--- src/design/efw_pkg.sv ---
`timescale 1ns / 1ps
// Shared widths and constants for the earliest-free-worker scheduler.
package efw_pkg;

    localparam int DUR_W = 32;
    localparam int TIME_W = 48;
    localparam int IDX_OUT_W = 4;
    localparam int CNT_W = 5;

    localparam logic [CNT_W-1:0] COUNT_RESET = 5'd16;
    localparam logic [TIME_W-1:0] TIME_MAX = {TIME_W{1'b1}};

endpackage

--- src/design/efw_free_bank.sv ---
`timescale 1ns / 1ps
// Next-free time register bank, one entry per worker, single write port.
module efw_free_bank #(
    parameter int MAX_WORKERS = 16,
    parameter int IDX_W = 4
) (
    input  logic                                      clk,
    input  logic                                      rst_n,
    input  logic                                      we,
    input  logic [IDX_W-1:0]                          wsel,
    input  logic [efw_pkg::TIME_W-1:0]                wdata,
    output logic [MAX_WORKERS*efw_pkg::TIME_W-1:0]    free_times
);

    logic [efw_pkg::TIME_W-1:0] free_time_reg [MAX_WORKERS];

    for (genvar i = 0; i < MAX_WORKERS; i++) begin : g_entry
        always_ff @(posedge clk or negedge rst_n)
        begin
            if (!rst_n)
            begin
                free_time_reg[i] <= '0;
            end
            else if (we && (wsel == IDX_W'(i)))
            begin
                free_time_reg[i] <= wdata;
            end
        end

        assign free_times[i*efw_pkg::TIME_W +: efw_pkg::TIME_W] = free_time_reg[i];
    end

endmodule

--- src/design/efw_argmin.sv ---
`timescale 1ns / 1ps
// Comparator tree: lowest-index active worker with the smallest next-free time.
module efw_argmin #(
    parameter int MAX_WORKERS = 16,
    parameter int IDX_W = 4
) (
    input  logic [MAX_WORKERS*efw_pkg::TIME_W-1:0] free_times,
    input  logic [efw_pkg::CNT_W-1:0]              worker_count,
    output logic [IDX_W-1:0]                       best_idx,
    output logic [efw_pkg::TIME_W-1:0]             best_time
);

    localparam int LEAVES = 1 << IDX_W;
    localparam int NODES = 2 * LEAVES - 1;
    localparam int CMP_W = IDX_W + efw_pkg::CNT_W + 1;

    typedef struct packed {
        logic                       vld;
        logic [IDX_W-1:0]           idx;
        logic [efw_pkg::TIME_W-1:0] ftime;
    } node_t;

    node_t node [NODES];

    for (genvar i = 0; i < LEAVES; i++) begin : g_leaf
        if (i < MAX_WORKERS) begin : g_real
            // worker 0 is always active, which covers a count of zero
            assign node[LEAVES-1+i].vld = (i == 0) ||
                (CMP_W'(i) < CMP_W'(worker_count));
            assign node[LEAVES-1+i].idx = IDX_W'(i);
            assign node[LEAVES-1+i].ftime =
                free_times[i*efw_pkg::TIME_W +: efw_pkg::TIME_W];
        end
        else begin : g_pad
            assign node[LEAVES-1+i] = '0;
        end
    end

    for (genvar k = 0; k < LEAVES - 1; k++) begin : g_node
        logic take_left;

        // left child always holds the lower indexes, so ties go left
        assign take_left = node[2*k+1].vld &&
            (!node[2*k+2].vld || (node[2*k+1].ftime <= node[2*k+2].ftime));
        assign node[k] = take_left ? node[2*k+1] : node[2*k+2];
    end

    assign best_idx = node[0].idx;
    assign best_time = node[0].ftime;

endmodule

--- src/design/earliest_free_worker_scheduler_top.sv ---
`timescale 1ns / 1ps
// Earliest-free-worker job scheduler top level.
//
// Each request carries one job duration. The block picks, among workers below
// worker_count (treated as 1 when zero, clamped to MAX_WORKERS), the one with
// the smallest next-free time (ties to the lower index), returns its index
// and that time as the start time, and adds the duration to it, saturating at
// 2^48-1. Next-free times reset to zero. Throughput is one request per cycle.
// From input acceptance to result valid the request waits in the input
// register, where the comparator tree and the saturating add run against
// the worker time bank, and is then loaded into the result register. A
// stalled result holds the input register, which stalls the input.
// worker_count may be written only while no request is in flight.
module earliest_free_worker_scheduler_top #(
    parameter int MAX_WORKERS = 16
) (
    input  logic                              clk,
    input  logic                              rst_n,
    input  logic                              cfg_we,
    input  logic [efw_pkg::CNT_W-1:0]         cfg_wdata,
    input  logic                              in_valid,
    output logic                              in_stall,
    input  logic [efw_pkg::DUR_W-1:0]         duration,
    output logic                              out_valid,
    input  logic                              out_stall,
    output logic [efw_pkg::IDX_OUT_W-1:0]     worker_index,
    output logic [efw_pkg::TIME_W-1:0]        start_time
);

    localparam int IDX_W = (MAX_WORKERS > 1) ? $clog2(MAX_WORKERS) : 1;

    logic [efw_pkg::CNT_W-1:0]            worker_count_reg;
    logic                                 s1_valid_reg;
    logic                                 s1_valid_next;
    logic [efw_pkg::DUR_W-1:0]            s1_dur_reg;
    logic                                 out_valid_reg;
    logic                                 out_valid_next;
    logic [efw_pkg::IDX_OUT_W-1:0]        out_idx_reg;
    logic [efw_pkg::TIME_W-1:0]           out_time_reg;

    logic                                 in_accept;
    logic                                 commit;
    logic [MAX_WORKERS*efw_pkg::TIME_W-1:0] free_times;
    logic [IDX_W-1:0]                     best_idx;
    logic [efw_pkg::TIME_W-1:0]           best_time;
    logic [efw_pkg::TIME_W:0]             sum;
    logic [efw_pkg::TIME_W-1:0]           new_time;
    logic [IDX_W+efw_pkg::IDX_OUT_W-1:0]  idx_ext;

    always_ff @(posedge clk or negedge rst_n)
    begin
        if (!rst_n)
        begin
            worker_count_reg <= efw_pkg::COUNT_RESET;
        end
        else if (cfg_we)
        begin
            worker_count_reg <= cfg_wdata;
        end
    end

    // request moves from input register to result register
    assign commit = s1_valid_reg && (!out_valid_reg || !out_stall);
    assign in_stall = s1_valid_reg && !commit;
    assign in_accept = in_valid && !in_stall;

    always_comb
    begin
        s1_valid_next = s1_valid_reg;
        if (in_accept)
        begin
            s1_valid_next = 1'b1;
        end
        else if (commit)
        begin
            s1_valid_next = 1'b0;
        end

        out_valid_next = out_valid_reg;
        if (commit)
        begin
            out_valid_next = 1'b1;
        end
        else if (!out_stall)
        begin
            out_valid_next = 1'b0;
        end
    end

    always_ff @(posedge clk or negedge rst_n)
    begin
        if (!rst_n)
        begin
            s1_valid_reg <= 1'b0;
            out_valid_reg <= 1'b0;
        end
        else
        begin
            s1_valid_reg <= s1_valid_next;
            out_valid_reg <= out_valid_next;
        end
    end

    always_ff @(posedge clk)
    begin
        if (in_accept)
        begin
            s1_dur_reg <= duration;
        end
        if (commit)
        begin
            out_idx_reg <= idx_ext[efw_pkg::IDX_OUT_W-1:0];
            out_time_reg <= best_time;
        end
    end

    efw_free_bank #(
        .MAX_WORKERS (MAX_WORKERS),
        .IDX_W       (IDX_W)
    ) u_bank (
        .clk        (clk),
        .rst_n      (rst_n),
        .we         (commit),
        .wsel       (best_idx),
        .wdata      (new_time),
        .free_times (free_times)
    );

    efw_argmin #(
        .MAX_WORKERS (MAX_WORKERS),
        .IDX_W       (IDX_W)
    ) u_argmin (
        .free_times   (free_times),
        .worker_count (worker_count_reg),
        .best_idx     (best_idx),
        .best_time    (best_time)
    );

    assign sum = {1'b0, best_time} + (efw_pkg::TIME_W + 1)'(s1_dur_reg);
    assign new_time = sum[efw_pkg::TIME_W] ? efw_pkg::TIME_MAX : sum[efw_pkg::TIME_W-1:0];
    assign idx_ext = (IDX_W + efw_pkg::IDX_OUT_W)'(best_idx);

    assign out_valid = out_valid_reg;
    assign worker_index = out_idx_reg;
    assign start_time = out_time_reg;

    a_stall_only_when_full: assert property (@(posedge clk) disable iff (!rst_n)
        in_stall |-> s1_valid_reg && out_valid_reg && out_stall)
        else $error("input stalled with a free stage");

    a_commit_shows_result: assert property (@(posedge clk) disable iff (!rst_n)
        commit |=> out_valid_reg)
        else $error("committed request did not reach the result register");

    a_pick_active: assert property (@(posedge clk) disable iff (!rst_n)
        s1_valid_reg |-> (best_idx == '0) ||
            ((IDX_W + efw_pkg::CNT_W)'(best_idx) <
             (IDX_W + efw_pkg::CNT_W)'(worker_count_reg)))
        else $error("selected worker is not active");

    a_time_grows: assert property (@(posedge clk) disable iff (!rst_n)
        commit |-> new_time >= best_time)
        else $error("worker next-free time decreased");

endmodule

--- config.mk ---
export PLATFORM = sky130hd
export DESIGN_NAME = earliest_free_worker_scheduler_top
export DESIGN_NICKNAME = d
export VERILOG_FILES = /design/src/design/efw_pkg.sv /design/src/design/efw_free_bank.sv /design/src/design/efw_argmin.sv /design/src/design/earliest_free_worker_scheduler_top.sv
export SDC_FILE = /design/constraint.sdc
export NUM_CORES = 2
export LEC_CHECK = 0
export ABC_CLOCK_PERIOD_IN_PS = 13600
export BUFFER_PORTS_ARGS = -buffer_cell sky130_fd_sc_hd__buf_2
export CAP_MARGIN = 10
export CORE_MARGIN = 4
export CORE_UTILIZATION = 65
export CTS_BUF_LIST = sky130_fd_sc_hd__clkbuf_2
export DETAILED_ROUTE_END_ITERATION = 10
export PLACE_DENSITY_LB_ADDON = 0.1
export SYNTH_ARGS = -nofsm -noshare
export SYNTH_HDL_FRONTEND = slang
export SYNTH_HIERARCHICAL = 1
export SYNTH_SLANG_ARGS = --single-unit
--- constraint.sdc ---
create_clock -name clk -period 13.6 [get_ports clk]
set_input_delay 2.72 -clock clk [delete_from_list [all_inputs] [get_ports clk]]
set_output_delay 2.72 -clock clk [all_outputs]
set_load 0.1 [all_outputs]
==> results.yml <==
final_layout:
  syn2layout_area_growth_pct: 17.5
  stdcell_area_um2: 74800
  seq_area_um2: 21900
  final_layout_size_suffix_gt1_share_pct: 34.1
  nets: 7864
  largest_register_ffs: 768
  multiInputGateArea_um2: 39900
  fillers: 6719
yosys:
  syn-num-nets: 7205
  synth.distinct_cells: 102
  async_flop_share_pct: 90.2
  syn_area_per_cell_um2: 9.93
  ys_warn_count: 6
  synth_flop_cell: "dfrtp_1"
  syn-cell-area_um2: 63600
  ys_seq_area_share_pct: 34.4
  ys_ff_latch: 859
  synth_edf_count: 84
  netlist_instances: 6410
timing:
  layout_setup_ws_ns: -0.0366
  rsz0062_at_grt: "yes"
  period_share_pct: 100
  slew_headroom_pct: 24.4
  holdWs_ns: 0.513
  fin_crit_ns: 13.64
  tightest_slew_ns: 1.13
  slew_viol_final: 0
  finClkSkew_ns: 0.116
  setup_viol: 9
  max_freq_mhz: 73.3
  hold_viol: 0
placement:
  post-place-ws_ns: -1.69
  post-dp-hpwl_um: 155000
  placed_cell_area_um2: 70100
  io_buffers: 95
  gp_congestion: 1.00
worst_setup_path:
  worstSetupPathType: "reg2reg"
  arrival_ns: 15.13
  crit_buf_inv: 15
  cpPeakStageDelay_ns: 0.58
  cp.required_ns: 15.09
  cp_slowest_cell: "a2111oi_0"
  cp_max_fo: 14
  crit_path_end_kind: "flop"
  cpLargestDelayFamily: "compound AO/OA/AOI/OAI gates"
  start_kind: "flop"
clock_tree:
  cts_root_buf: "clkbuf_2"
  ctsHoldBuffers: 0
  cts_tree: "done"
  cts_made_buffers: 222
  insertion_delay_ns: 1.64
  path_clk_slew_ns: 0.10
  clock_path_buffers: 3
  cts_max_level: 4
  cts.sinks: 859
routing:
  drt_iter0_drc: 5691
  vias: 55622
  vias_per_cell: 6.52
  ant_nets: 0
  routed_wl_um: 212000
  dr.pass1.iters: 9
  drc: 0
  wl_per_cell_um: 24.8
die:
  dieArea_um2: 103000
  die_w_um: 321
  ios: 96
  rows: 114
  core_area_um2: 96900
  start_util_pct: 65.7
  fp.dieH_um: 321
run:
  drv_cap: 0
outcome:
  status: "finished, violations left"
  violations: "negative setup slack"
grt:
  grt_pass1_wl_um: 313000
  grt_pass1_vias: 53478
  grt_max_degree: 164
  grt_use_total_pct: 39.2
  grt_antenna_before_repair: 5
  grt-ovfl-total: 0
worst_hold_path:
  hp-class: "reg2reg"
final timing paths:
kind                                   startpoint                     end  slack [ns]  cells after the start
min in group asynchronous                   rst_n  u_bank/free_times[371]        1.11                      1
setup / recovery           u_bank/free_times[170]   u_bank/free_times[92]       -0.04                     60
hold / removal             u_bank/free_times[449]  u_bank/free_times[449]        0.51                      1
setup reg to reg           u_bank/free_times[170]   u_bank/free_times[92]       -0.04                     60
hold reg to reg            u_bank/free_times[449]  u_bank/free_times[449]        0.51                      1
max in group asynchronous                   rst_n  u_bank/free_times[585]       10.13                      3
cell families after synthesis:
logic type / share of synthesized area, %
compound gates: 14.7
xor+xnor: 0.454
fa+ha+maj: 14.8
buf+inv: 5.74
flops: 34.4
mux: 19.6
simple gates: 10.2
per-stage QoR:
stage / setup TNS (ns) / utilization, % / instances
floorplan: 0 / - / 6410
global placement: -1109.19 / 72.4 / 8029
detailed placement: -1161.90 / 72.4 / 8029
CTS: -0.00269 / 74.9 / 8439
global route: -37.94 / 77.2 / 8526
finish: -0.236 / 77.2 / 8531
metal layers:
metal	track usage, %	vias to the layer above	part of all wire, %
met3	7.73	562	8.7
met5	0	-	0.0057
met4	18.7	2	5.4
met2	61.9	2717	45
li1	-	25164	-
met1	52.2	27177	41
Yosys cell counts, types with 13 or more instances:
master	instances	share of area, %
dfrtp_1	774	30
nor2b_1	22	0.22
buf_2	97	0.76
a211oi_1	25	0.29
a221oi_1	21	0.29
o31ai_1	14	0.17
xnor2_1	16	0.22
mux2i_1	142	2.2
nand2_2	25	0.25
ha_1	752	15
inv_1	540	3.2
o311a_1	30	0.47
a2bb2oi_1	21	0.29
a32oi_1	29	0.40
o41ai_1	40	0.55
o21a_1	35	0.41
o22ai_1	100	0.98
xor2_1	17	0.23
nor3_1	51	0.40
o211ai_1	48	0.57
or3_1	13	0.13
a31oi_1	59	0.58
nand2_1	588	3.5
a22oi_1	21	0.25
o22a_1	15	0.21
a21o_1	70	0.83
o31a_1	18	0.25
and2_1	13	0.13
nand3_1	146	1.1
nand4_1	147	1.4
edfxtp_1	84	4.0
a21oi_1	419	3.3
buf_1	15	0.088
clkbuf_1	232	1.4
nand3b_1	44	0.52
o21ai_0	269	2.1
o221a_2	44	0.78
nor2_1	144	0.85
nand2b_1	22	0.22
nor4_1	42	0.41
and4_1	22	0.30
mux2_4	49	1.2
a222oi_1	13	0.20
mux2_2	916	16
area by class of cell:
cell class / count / share of cell area (%)
flip-flops and latches: 859 / 29.3
inverters: 540 / 2.71
clock inverters: 63 / 0.524
well taps: 1276 / 2.14
multi-input cells: 4650 / 53.4
clock buffers: 334 / 2.24
diodes: 13 / 0.0435
repair buffers: 796 / 9.63
layout by cell type (no fill, tap or decap), types with 22 or more instances in the layout:
cell | synthesis | routed
buf_4 | 11 | 580
nand3b_1 | 44 | 44
ha_4 | 0 | 28
o311a_1 | 30 | 30
ha_1 | 752 | 723
inv_1 | 540 | 537
nand4_1 | 147 | 147
a32oi_1 | 29 | 22
o41ai_1 | 40 | 40
mux2i_1 | 142 | 128
a21oi_1 | 419 | 399
o211ai_1 | 48 | 48
mux2_2 | 916 | 902
o221a_2 | 44 | 44
nand2_2 | 25 | 30
buf_12 | 0 | 94
edfxtp_1 | 84 | 84
a21o_1 | 70 | 69
clkinv_1 | 0 | 40
dfrtp_1 | 774 | 773
nor4_1 | 42 | 27
o21ai_0 | 269 | 242
mux2_4 | 49 | 67
nor2_1 | 144 | 127
a31oi_1 | 59 | 52
o22ai_1 | 100 | 92
nand3_1 | 146 | 135
buf_2 | 97 | 94
o21a_1 | 35 | 33
nand2_1 | 588 | 582
nor3_1 | 51 | 42
clkbuf_2 | 1 | 334
what timing repair did:
item,4_1_cts,5_1_grt
endpoints found under the setup margin,768,768
buffers inserted,12,65
resized for setup,43,272
hold endpoints to repair,0,0
pin swaps,12,89
cloned,1,16
Power is left out: the tool's default activity adds up to more than one toggle a clock period on the data nets, which glitch-free logic cannot reach.
